===== config.mk =====
export PLATFORM = sky130hd
export DESIGN_NAME = fp16_remainder_mod_modulo_unit
export DESIGN_NICKNAME = d
export VERILOG_FILES = /design/src/design/frm_pkg.sv /design/src/design/fp16_remainder_mod_modulo_unit.sv /design/src/design/frm_ctrl.sv /design/src/design/frm_dp.sv
export VERILOG_INCLUDE_DIRS = /design/src /design/src/design
export SDC_FILE = /design/constraint.sdc
export NUM_CORES = 1
export LEC_CHECK = 0
export BUFFER_PORTS_ARGS = -buffer_cell sky130_fd_sc_hd__buf_2
export CORE_ASPECT_RATIO = 0.7
export CORE_MARGIN = 3
export CORE_UTILIZATION = 48
export CTS_CLUSTER_DIAMETER = 80
export DETAILED_ROUTE_END_ITERATION = 16
export GPL_TIMING_DRIVEN = 0
export REMOVE_ABC_BUFFERS = 1
export SLEW_MARGIN = 20
export SYNTH_ARGS = -nofsm -noshare
export SYNTH_HDL_FRONTEND = slang
export SYNTH_HIERARCHICAL = 1
export SYNTH_SLANG_ARGS = --single-unit

===== constraint.sdc =====
create_clock -name clk -period 19.6 [get_ports clk]
set_input_delay 1.96 -clock clk [delete_from_list [all_inputs] [get_ports clk]]
set_output_delay 1.96 -clock clk [all_outputs]
set_load 0.02 [all_outputs]

===== src/design/fp16_remainder_mod_modulo_unit_macros.svh =====
// assertion macros for the fp16 remainder unit
`ifndef FP16_REMAINDER_MOD_MODULO_UNIT_MACROS_SVH
`define FP16_REMAINDER_MOD_MODULO_UNIT_MACROS_SVH

// implication checked at every clock edge outside reset
`define FRM_ASSERT_IMP(label, clk, rst_n, ante, cons, msg) \
    label: assert property (@(posedge clk) disable iff (!rst_n) (ante) |-> (cons)) \
        else $error(msg);

// next-cycle implication checked outside reset
`define FRM_ASSERT_NXT(label, clk, rst_n, ante, cons, msg) \
    label: assert property (@(posedge clk) disable iff (!rst_n) (ante) |=> (cons)) \
        else $error(msg);

`endif


===== src/design/frm_pkg.sv =====
// ----------------------------------------------------------------------------
// frm_pkg
// shared types and constants of the fp16 remainder unit
// ----------------------------------------------------------------------------
package frm_pkg;

    localparam int unsigned HALF_W = 16;
    localparam int unsigned MANT_W = 11;
    localparam int unsigned EXP_W  = 5;
    // widest sum before packing: divisor significand shifted left up to 29
    localparam int unsigned WIDE_W = 42;
    localparam int unsigned CNT_W  = 6;

    localparam logic [HALF_W-1:0] DEF_NAN = 16'h7E00;
    localparam logic [HALF_W-1:0] QUIET   = 16'h0200;
    localparam logic [HALF_W-1:0] INF_PAT = 16'h7C00;

    typedef enum logic [2:0] {
        ST_IDLE,
        ST_REM,
        ST_SUM,
        ST_NORM,
        ST_PACK,
        ST_DONE
    } state_t;

    typedef struct packed {
        logic load;     // capture request and decode special cases
        logic step;     // one shift-subtract step
        logic sum;      // form divisor minus remainder where needed
        logic norm;     // one right shift toward 11 bits
        logic pack;     // round and pack
    } cmd_t;

    typedef struct packed {
        logic special;  // result settled at load
        logic steps_done;
        logic norm_done;
    } status_t;

endpackage


===== src/design/fp16_remainder_mod_modulo_unit.sv =====
// ----------------------------------------------------------------------------
// fp16_remainder_mod_modulo_unit
// binary16 truncated (mode 0) and floored (mode 1) remainder
// ----------------------------------------------------------------------------
// One request at a time. A special-case request (NaN, zero divisor, infinite
// operand) passes from accept through the remainder state to the done state,
// where its result is valid. Otherwise, when the dividend exponent is at least
// the divisor's, the shift-subtract loop runs one step per cycle for the 11
// significand bits plus the exponent difference (0 to 29), so up to 40 steps;
// when it is smaller there are no steps. Then the modulo sum is formed, right
// shifts bring the sum down to 11 bits (only a floored sum with the smaller
// dividend exponent can be wide, up to 29 shifts), the shifting ends and the
// sum is rounded and packed. The result waits in its register until taken;
// the next request is accepted the cycle after the result leaves.
module fp16_remainder_mod_modulo_unit
(
    input  logic        clk,
    input  logic        rst_n,
    input  logic        valid,
    output logic        ready,
    input  logic        mode,
    input  logic [15:0] dividend,
    input  logic [15:0] divisor,
    output logic        out_valid,
    input  logic        out_ready,
    output logic [15:0] remainder
);

    frm_pkg::cmd_t    cmd;
    frm_pkg::status_t status;

    // sequencer
    frm_ctrl u_ctrl
    (
        .clk       (clk),
        .rst_n     (rst_n),
        .valid     (valid),
        .ready     (ready),
        .out_valid (out_valid),
        .out_ready (out_ready),
        .status    (status),
        .cmd       (cmd)
    );

    // arithmetic
    frm_dp u_dp
    (
        .clk       (clk),
        .cmd       (cmd),
        .mode      (mode),
        .dividend  (dividend),
        .divisor   (divisor),
        .status    (status),
        .remainder (remainder)
    );

endmodule


===== src/design/frm_ctrl.sv =====
// ----------------------------------------------------------------------------
// frm_ctrl
// sequencer of the remainder unit
// ----------------------------------------------------------------------------
module frm_ctrl
(
    input  logic             clk,
    input  logic             rst_n,
    input  logic             valid,
    output logic             ready,
    output logic             out_valid,
    input  logic             out_ready,
    input  frm_pkg::status_t status,
    output frm_pkg::cmd_t    cmd
);

    frm_pkg::state_t state_reg;
    frm_pkg::state_t state_next;

    always_ff @(posedge clk or negedge rst_n)
    begin
        if (!rst_n)
        begin
            state_reg <= frm_pkg::ST_IDLE;
        end
        else
        begin
            state_reg <= state_next;
        end
    end

    always_comb
    begin
        state_next = state_reg;
        unique case (state_reg)
            frm_pkg::ST_IDLE:
            begin
                if (valid)
                begin
                    state_next = frm_pkg::ST_REM;
                end
            end
            frm_pkg::ST_REM:
            begin
                if (status.special)
                begin
                    state_next = frm_pkg::ST_DONE;
                end
                else if (status.steps_done)
                begin
                    state_next = frm_pkg::ST_SUM;
                end
            end
            frm_pkg::ST_SUM:
            begin
                state_next = frm_pkg::ST_NORM;
            end
            frm_pkg::ST_NORM:
            begin
                if (status.norm_done)
                begin
                    state_next = frm_pkg::ST_PACK;
                end
            end
            frm_pkg::ST_PACK:
            begin
                state_next = frm_pkg::ST_DONE;
            end
            frm_pkg::ST_DONE:
            begin
                if (out_ready)
                begin
                    state_next = frm_pkg::ST_IDLE;
                end
            end
            default:
            begin
                state_next = frm_pkg::ST_IDLE;
            end
        endcase
    end

    always_comb
    begin
        cmd       = '0;
        ready     = 1'b0;
        out_valid = 1'b0;
        unique case (state_reg)
            frm_pkg::ST_IDLE:
            begin
                ready    = 1'b1;
                cmd.load = valid;
            end
            frm_pkg::ST_REM:
            begin
                cmd.step = !status.special && !status.steps_done;
            end
            frm_pkg::ST_SUM:
            begin
                cmd.sum = 1'b1;
            end
            frm_pkg::ST_NORM:
            begin
                cmd.norm = !status.norm_done;
            end
            frm_pkg::ST_PACK:
            begin
                cmd.pack = 1'b1;
            end
            frm_pkg::ST_DONE:
            begin
                out_valid = 1'b1;
            end
            default:
            begin
                cmd = '0;
            end
        endcase
    end

    `include "fp16_remainder_mod_modulo_unit_macros.svh"

    `FRM_ASSERT_IMP(a_load_idle, clk, rst_n, cmd.load, state_reg == frm_pkg::ST_IDLE, "load outside idle")
    `FRM_ASSERT_NXT(a_hold_done, clk, rst_n, out_valid && !out_ready, out_valid, "result dropped")
    `FRM_ASSERT_IMP(a_one_cmd, clk, rst_n, 1'b1, $onehot0(cmd), "more than one command")

endmodule


===== src/design/frm_dp.sv =====
// ----------------------------------------------------------------------------
// frm_dp
// datapath: special cases, shift-subtract remainder, modulo sum, round, pack
// ----------------------------------------------------------------------------
module frm_dp
(
    input  logic                         clk,
    input  frm_pkg::cmd_t                cmd,
    input  logic                         mode,
    input  logic [frm_pkg::HALF_W-1:0]   dividend,
    input  logic [frm_pkg::HALF_W-1:0]   divisor,
    output frm_pkg::status_t             status,
    output logic [frm_pkg::HALF_W-1:0]   remainder
);

    localparam int unsigned MW = frm_pkg::MANT_W;
    localparam int unsigned WW = frm_pkg::WIDE_W;
    localparam int unsigned CW = frm_pkg::CNT_W;

    logic              special_reg;
    logic [15:0]       res_reg;
    logic [MW:0]       rm_reg;       // partial remainder, one spare bit for the shift
    logic [MW-1:0]     qa_reg;       // dividend significand bits still to bring down
    logic [MW-1:0]     mb_reg;
    logic [4:0]        eb_reg;
    logic [4:0]        er_reg;
    logic [CW-1:0]     cnt_reg;      // steps left
    logic              sign_reg;
    logic              sa_reg;
    logic              flip_reg;
    logic [WW-1:0]     m_reg;
    logic [CW-1:0]     e_reg;
    logic              rnd_reg;
    logic              sticky_reg;

    // decode of the request
    logic        a_nan, b_nan, a_inf, b_inf, b_zero, sa, sb;
    logic [MW-1:0] ma, mb;
    logic [4:0]  ea, eb;

    always_comb
    begin
        sa     = dividend[15];
        sb     = divisor[15];
        a_nan  = (dividend[14:10] == 5'h1F) && (dividend[9:0] != 10'd0);
        b_nan  = (divisor[14:10] == 5'h1F) && (divisor[9:0] != 10'd0);
        a_inf  = dividend[14:0] == frm_pkg::INF_PAT[14:0];
        b_inf  = divisor[14:0] == frm_pkg::INF_PAT[14:0];
        b_zero = divisor[14:0] == 15'd0;
        ma     = (dividend[14:10] == 5'd0) ? {1'b0, dividend[9:0]} : {1'b1, dividend[9:0]};
        mb     = (divisor[14:10] == 5'd0) ? {1'b0, divisor[9:0]} : {1'b1, divisor[9:0]};
        ea     = (dividend[14:10] == 5'd0) ? 5'd1 : dividend[14:10];
        eb     = (divisor[14:10] == 5'd0) ? 5'd1 : divisor[14:10];
    end

    // one conditional subtract, bringing down the next dividend bit
    logic [MW:0] sub_in;
    logic [MW:0] sub_out;
    always_comb
    begin
        sub_in  = {rm_reg[MW-1:0], qa_reg[MW-1]};
        sub_out = (sub_in >= {1'b0, mb_reg}) ? sub_in - {1'b0, mb_reg} : sub_in;
    end

    // round and pack from m_reg (below 2048), e_reg
    logic [MW:0]  mr;
    logic [CW-1:0] er2;
    logic [15:0]  packed_v;
    logic [3:0]   lz;
    logic [CW-1:0] sh;
    logic [MW:0]  ms;
    always_comb
    begin
        mr  = m_reg[MW:0] + {{MW{1'b0}}, (rnd_reg && (sticky_reg || m_reg[0]))};
        er2 = e_reg;
        if (mr[MW])
        begin
            mr  = {1'b0, 1'b1, {(MW-1){1'b0}}};
            er2 = e_reg + 1'b1;
        end
        lz = 4'd0;
        for (int i = MW - 1; i >= 0; i--)
        begin
            if (mr[i] && lz == 4'd0)
            begin
                lz = 4'(MW - 1 - i) + 4'd1;
            end
        end
        // shift up by leading zeros, limited by exponent
        if (lz == 4'd0)
        begin
            sh = '0;
        end
        else if (CW'(lz - 4'd1) < er2)
        begin
            sh = CW'(lz - 4'd1);
        end
        else
        begin
            sh = er2 - 1'b1;
        end
        ms = mr << sh;
        if (mr == '0)
        begin
            packed_v = {sign_reg, 15'd0};
        end
        else if ((er2 - sh) > CW'(30))
        begin
            packed_v = {sign_reg, frm_pkg::INF_PAT[14:0]};
        end
        else if (ms[MW-1])
        begin
            packed_v = {sign_reg, 5'(er2 - sh), ms[9:0]};
        end
        else
        begin
            packed_v = {sign_reg, 5'd0, ms[9:0]};
        end
    end

    always_ff @(posedge clk)
    begin
        if (cmd.load)
        begin
            special_reg <= 1'b1;
            sa_reg      <= sa;
            sign_reg    <= sa;
            mb_reg      <= mb;
            eb_reg      <= eb;
            flip_reg    <= mode && (sa != sb);
            cnt_reg     <= '0;
            rnd_reg     <= 1'b0;
            sticky_reg  <= 1'b0;
            if (a_nan)
            begin
                res_reg <= dividend | frm_pkg::QUIET;
            end
            else if (b_nan)
            begin
                res_reg <= divisor | frm_pkg::QUIET;
            end
            else if (b_zero || a_inf)
            begin
                res_reg <= frm_pkg::DEF_NAN;
            end
            else if (b_inf)
            begin
                res_reg <= dividend;
            end
            else
            begin
                special_reg <= 1'b0;
                if (ea < eb)
                begin
                    rm_reg <= {1'b0, ma};
                    er_reg <= ea;
                end
                else
                begin
                    // long division of the dividend significand, then the
                    // exponent difference in zero bits
                    rm_reg  <= '0;
                    qa_reg  <= ma;
                    er_reg  <= eb;
                    cnt_reg <= CW'(ea - eb) + CW'(MW);
                end
            end
        end
        else if (cmd.step)
        begin
            rm_reg  <= sub_out;
            qa_reg  <= {qa_reg[MW-2:0], 1'b0};
            cnt_reg <= cnt_reg - 1'b1;
        end
        else if (cmd.sum)
        begin
            if (rm_reg == '0)
            begin
                m_reg    <= '0;
                sign_reg <= sa_reg;
            end
            else if (flip_reg)
            begin
                m_reg    <= (WW'(mb_reg) << (eb_reg - er_reg)) - WW'(rm_reg);
                sign_reg <= !sa_reg;
            end
            else
            begin
                m_reg <= WW'(rm_reg);
            end
            e_reg <= CW'(er_reg);
        end
        else if (cmd.norm)
        begin
            sticky_reg <= sticky_reg | rnd_reg;
            rnd_reg    <= m_reg[0];
            m_reg      <= m_reg >> 1;
            e_reg      <= e_reg + 1'b1;
        end
        else if (cmd.pack)
        begin
            res_reg <= packed_v;
        end
    end

    assign status.special    = special_reg;
    assign status.steps_done = cnt_reg == '0;
    assign status.norm_done  = m_reg[WW-1:MW] == '0;
    assign remainder         = res_reg;

endmodule

==> results.toml, run 1 <==
[route]
drtPass1Iterations = 5
drc = 0
vias = 9878
drt_iter0_drc = 1527
vias_per_cell = 6.41
wirelength_mm = 33.7
wl_per_cell_um = 21.9
ant_nets = 0

[synth]
synth_common_cells = "edfxtp_1, nand2_1, nor2_1"
synth_flop_cell = "edfxtp_1"
synth_most_common_cell = "edfxtp_1"
ys_seq_elements = 123
synth_area_leaders = "edfxtp_1, ha_1, nand2_1"
synth_top_area_frac = 0.329
ys_seq_area_frac = 0.340
synth.avg_cell_area_um2 = 8.78
synth_edf_count = 118
synth_top_area_cell = "edfxtp_1"
synth_area_um2 = 10800
synth_cell_types = 94
synthArstFlopShare = 0.0244
ys_warn_count = 6
synth_cells = 1226

[sta]
min_period_ns = 9.25
rsz0062_at_grt = "no"
setup_slack_ns = 10.35
finalMaxSlewViolations = 0
fmax_mhz = 108
slew_headroom = 0.305
finalSetupTns_ns = 0
tightest_slew_ns = 1.04
holdWs_ns = 0.484
skew_ns = 0.0122
finalSetupViolations = 0
final_hold_viol_count = 0
period_share = 0.472

[floorplan]
dieArea_um2 = 24300
ios = 55
core_area_um2 = 21800
initial_utilization = 0.493
row_count = 45
die_width_um = 185
die_h_um = 131

[placement]
port_buffers = 54
dpl-instance-area_um2 = 11300
gp_congestion = 0.988
dp_slack_ns = 10.68
dpl.hpwl_mm = 25.8

[power]
powerDensity_nw_per_um2 = 144
ir_worst_vdd_mv = 0.113
p_leak_nw = 4.58

[worst_setup_path]
endpoint_kind = "flop"
arrival_ns = 9.54
slowest_stage = "nor2_1"
timing.reg2reg.setup_slack_ns = 10.35
path_common_cell = "ha_1"
crit_cells = 31
worstRegToRegCells = 31
crit_end = "u_dp/remainder[0]$_DFFE_PP_"
crit_path_max_incr_delay_ns = 0.82
criticalPathCategory = "reg -> reg"
path_max_fanout = 12
crit_family = "simple AND/OR/NAND/NOR gates"
crit_buf_inv = 2
crit_start = "u_dp/m_reg[0]$_DFFE_PP_"
crit_path_start_kind = "flop"
r2r-start = "u_dp/m_reg[0]$_DFFE_PP_"
cp.required_ns = 19.88
r2r-end = "u_dp/remainder[0]$_DFFE_PP_"

[min_path]
hp-class = "reg -> reg"
min_from = "u_dp/sticky_reg$_SDFFE_PP0P_"

[layout]
largest_register_ffs = 42
design_area_um2 = 11900
area_growth_pct = 10.8
drive_above_1_share = 0.121
utilization = 0.546
nets = 1345
fill_cells = 2012

[global_routing]
grt_max_degree = 67
grt_pass1_wl_mm = 52.7
grt-ovfl-total = 0
groute.usage.overall = 0.279
grt_pass1_vias = 8977
antenna_found_initial = 0

[run]
cap_violations = 0

[cts]
clock-root-buffer = "clkbuf_16"
cts_tree = "done"
cts_resized = 0
cts_buffers = 17
clk_pin_slew_ns = 0.06
clock-sinks = 123
clk_path_buf_depth = 2
ctsHtreeMaxLevel = 4
post_cts_buffers = 0
insertion_delay_ns = 0.43
postCtsHoldBufs = 0

[outcome]
status = "finished clean"
-- area by class of cell --
class	count	area [um2]	area share
clock buffers	21	460	0.0386
diodes	1	2.50	0.000210
flip-flops and latches	123	3660	0.307
repair buffers	61	367	0.0307
well taps	282	353	0.0296
clock inverters	11	180	0.0151
multi-input cells	953	6560	0.551
inverters	90	338	0.0283
-- cell usage in the layout (no fill, tap or decap), types with 26 or more instances in the layout --
cell,Yosys,routed
xor2_1,28,26
o21ai_0,82,82
buf_2,13,54
ha_1,56,56
nand2_1,117,117
inv_1,87,87
mux2i_1,28,28
edfxtp_1,118,118
a21oi_1,76,76
xnor2_1,40,38
nor2_1,113,110
nand3_1,32,32
-- how the worst min path moves through the flow --
stage | to | slack (ns) | cells after the start
final | u_dp/sticky_reg$_SDFFE_PP0P_ | 0.48 | 2
after detailed placement | u_dp/sticky_reg$_SDFFE_PP0P_ | 0.46 | 2
after global placement | u_dp/sticky_reg$_SDFFE_PP0P_ | 0.45 | 2
after floorplan | u_dp/sticky_reg$_SDFFE_PP0P_ | 0.44 | 2
after CTS | u_dp/sticky_reg$_SDFFE_PP0P_ | 0.48 | 2
after global routing | u_dp/sticky_reg$_SDFFE_PP0P_ | 0.51 | 2
-- logic make-up after synthesis --
group           share of synthesized area
simple gates                        0.181
compound gates                      0.234
buf+inv                            0.0560
flops                               0.340
xor+xnor                           0.0553
fa+ha+maj                          0.0763
mux                                0.0574
-- stage by stage --
step | instances | power, W
final | 1542 | 0.00171
after global routing | 1541 | 0.00182
after CTS | 1541 | 0.00169
after detailed placement | 1509 | 0.00133
after global placement | 1502 | 0.00131
after floorplan | 1166 | 0.00108
-- where the power goes --
| group | total (W) | internal (W) | switching, W |
|---|---|---|---|
| Clock | 0.000347 | 0.000222 | 0.000125 |
| Sequential | 0.000429 | 0.000378 | 0.0000513 |
| Combinational | 0.000936 | 0.000338 | 0.000598 |
-- tightest hold or removal path, cell delays in order (launching register included) --
cell and delay (ns):
dfxtp_1 0.33, a21oi_1 0.05, nor2_1 0.07
-- per-layer routing --
metal | part of all wire | wire, um | track usage
met1 | 0.50 | 16900 | 0.475
met2 | 0.38 | 12700 | 0.340
met3 | 0.11 | 3720 | 0.0750
met4 | 0.011 | 374 | 0.0566
met5 | 0 | 0 | 0
No activity file was read; power rests on OpenSTA's default activity.
==> inputs of run 2 (changes only) <==
clock period = 9.7 ns   (was 19.6 ns; I/O delays follow)
==> results.toml, run 2 (same netlist as run 1, synthesis figures left out) <==
[outcome]
status = "finished clean"

[cts]
postCtsHoldBufs = 0
clock-root-buffer = "clkbuf_16"
cts_buffers = 17
ctsHtreeMaxLevel = 4
cts_resized = 0
clk_path_buf_depth = 2
clock-sinks = 123
post_cts_buffers = 0
clk_pin_slew_ns = 0.06
cts_tree = "done"
insertion_delay_ns = 0.43

[layout]
layout_common_cells = "edfxtp_1, nand2_1, nor2_1"
fill_cells = 2012
drive_above_1_share = 0.122
final_common_cell = "edfxtp_1"
area_growth_pct = 10.8
largest_register_ffs = 42
nets = 1345

[worst_setup_path]
arrival_ns = 9.18
cp.required_ns = 9.98
criticalPathCategory = "reg -> reg"
path_common_cell = "ha_1"
r2r-end = "u_dp/remainder[0]$_DFFE_PP_"
endpoint_kind = "flop"
worstRegToRegCells = 31
slowest_stage = "o31ai_1"
crit_family = "compound AO/OA/AOI/OAI gates"
timing.reg2reg.setup_slack_ns = 0.80
crit_buf_inv = 2
path_max_fanout = 12
crit_path_max_incr_delay_ns = 0.75
crit_path_start_kind = "flop"
r2r-start = "u_dp/m_reg[0]$_DFFE_PP_"

[placement]
dpl.hpwl_mm = 25.8
port_buffers = 54
gp_congestion = 0.988

[floorplan]
row_count = 45
ios = 55
die_width_um = 185
dieArea_um2 = 24300
core_area_um2 = 21800
initial_utilization = 0.493
die_h_um = 131

[sta]
finalSetupViolations = 0
rsz0062_at_grt = "no"
min_period_ns = 8.90
skew_ns = 0.0110
finalSetupTns_ns = 0
period_share = 0.917
tightest_slew_ns = 0.965
slew_headroom = 0.354
finalMaxSlewViolations = 0
fmax_mhz = 112
final_hold_viol_count = 0

[global_routing]
grt_pass1_vias = 8977
grt_max_degree = 67
grt-ovfl-total = 0
antenna_found_initial = 0
grt_pass1_wl_mm = 52.7
groute.usage.overall = 0.279

[min_path]
hp-class = "in -> async"

[route]
wirelength_mm = 33.7
vias_per_cell = 6.42
wl_per_cell_um = 21.9
drt_iter0_drc = 1531
drtPass1Iterations = 8
vias = 9897
ant_nets = 0
drc = 0

[power]
powerDensity_nw_per_um2 = 290
ir_worst_vdd_mv = 0.228
p_leak_nw = 4.58
p_total_w = 0.00346

[run]
cap_violations = 0
-- run 2: changes by cell type in the layout (fill, tap and decap cells not counted) --
cell    change
nor2_1      -1
nor2_2      +1
-- run 2: layer usage --
layer,share of wire,vias to the layer above,track usage
met5,0,-,0
met4,0.011,0,0.0566
met3,0.12,33,0.0750
met2,0.38,514,0.340
met1,0.50,4718,0.475
li1,-,4632,-
-- run 2: per-stage QoR --
stage / cell area, um2 / hold WS (ns) / std cells / util / worst slack, ns
2_1_floorplan: 10500 / 0.437 / 1166 / - / 2.30
3_3_place_gp: 11100 / 0.449 / 1502 / 0.509 / 0.735
3_5_place_dp: 11300 / 0.464 / 1509 / 0.516 / 0.782
4_1_cts: 11900 / 0.305 / 1541 / 0.545 / 0.708
5_1_grt: 11900 / 0.309 / 1541 / 0.546 / 0.124
6_report: 11900 / 0.330 / 1542 / 0.546 / 0.803
-- run 2: area by class of cell --
type	count	area (um2)	area share
antenna	1	2.50	0.000210
multi-input combinational	953	6570	0.551
clock buffer	21	460	0.0386
inverter	90	338	0.0283
clock inverter	11	180	0.0151
timing repair buffer	61	367	0.0307
tap	282	353	0.0296
sequential	123	3660	0.307
-- run 2: how the worst max path moves through the flow --
| stage | end | slack [ns] | depth (start not counted) | startpoint |
|---|---|---|---|---|
| 2_1_floorplan | u_dp/remainder[0]$_DFFE_PP_ | 2.30 | 30 | u_dp/m_reg[0]$_DFFE_PP_ |
| 3_3_place_gp | u_dp/remainder[0]$_DFFE_PP_ | 0.73 | 31 | u_dp/m_reg[0]$_DFFE_PP_ |
| 3_5_place_dp | u_dp/remainder[0]$_DFFE_PP_ | 0.78 | 31 | u_dp/m_reg[0]$_DFFE_PP_ |
| 4_1_cts | u_dp/remainder[0]$_DFFE_PP_ | 0.71 | 31 | u_dp/m_reg[0]$_DFFE_PP_ |
| 5_1_grt | u_dp/remainder[0]$_DFFE_PP_ | 0.12 | 31 | u_dp/m_reg[0]$_DFFE_PP_ |
| 6_report | u_dp/remainder[0]$_DFFE_PP_ | 0.80 | 31 | u_dp/m_reg[0]$_DFFE_PP_ |
-- run 2: report_power, final --
group          switching [W]  leakage, nW  internal, W  total, W
Sequential          0.000103         1.14     0.000764  0.000867
Clock               0.000252        0.310     0.000448  0.000701
Combinational        0.00121         3.14     0.000682   0.00189
Total                0.00156         4.58      0.00189   0.00346
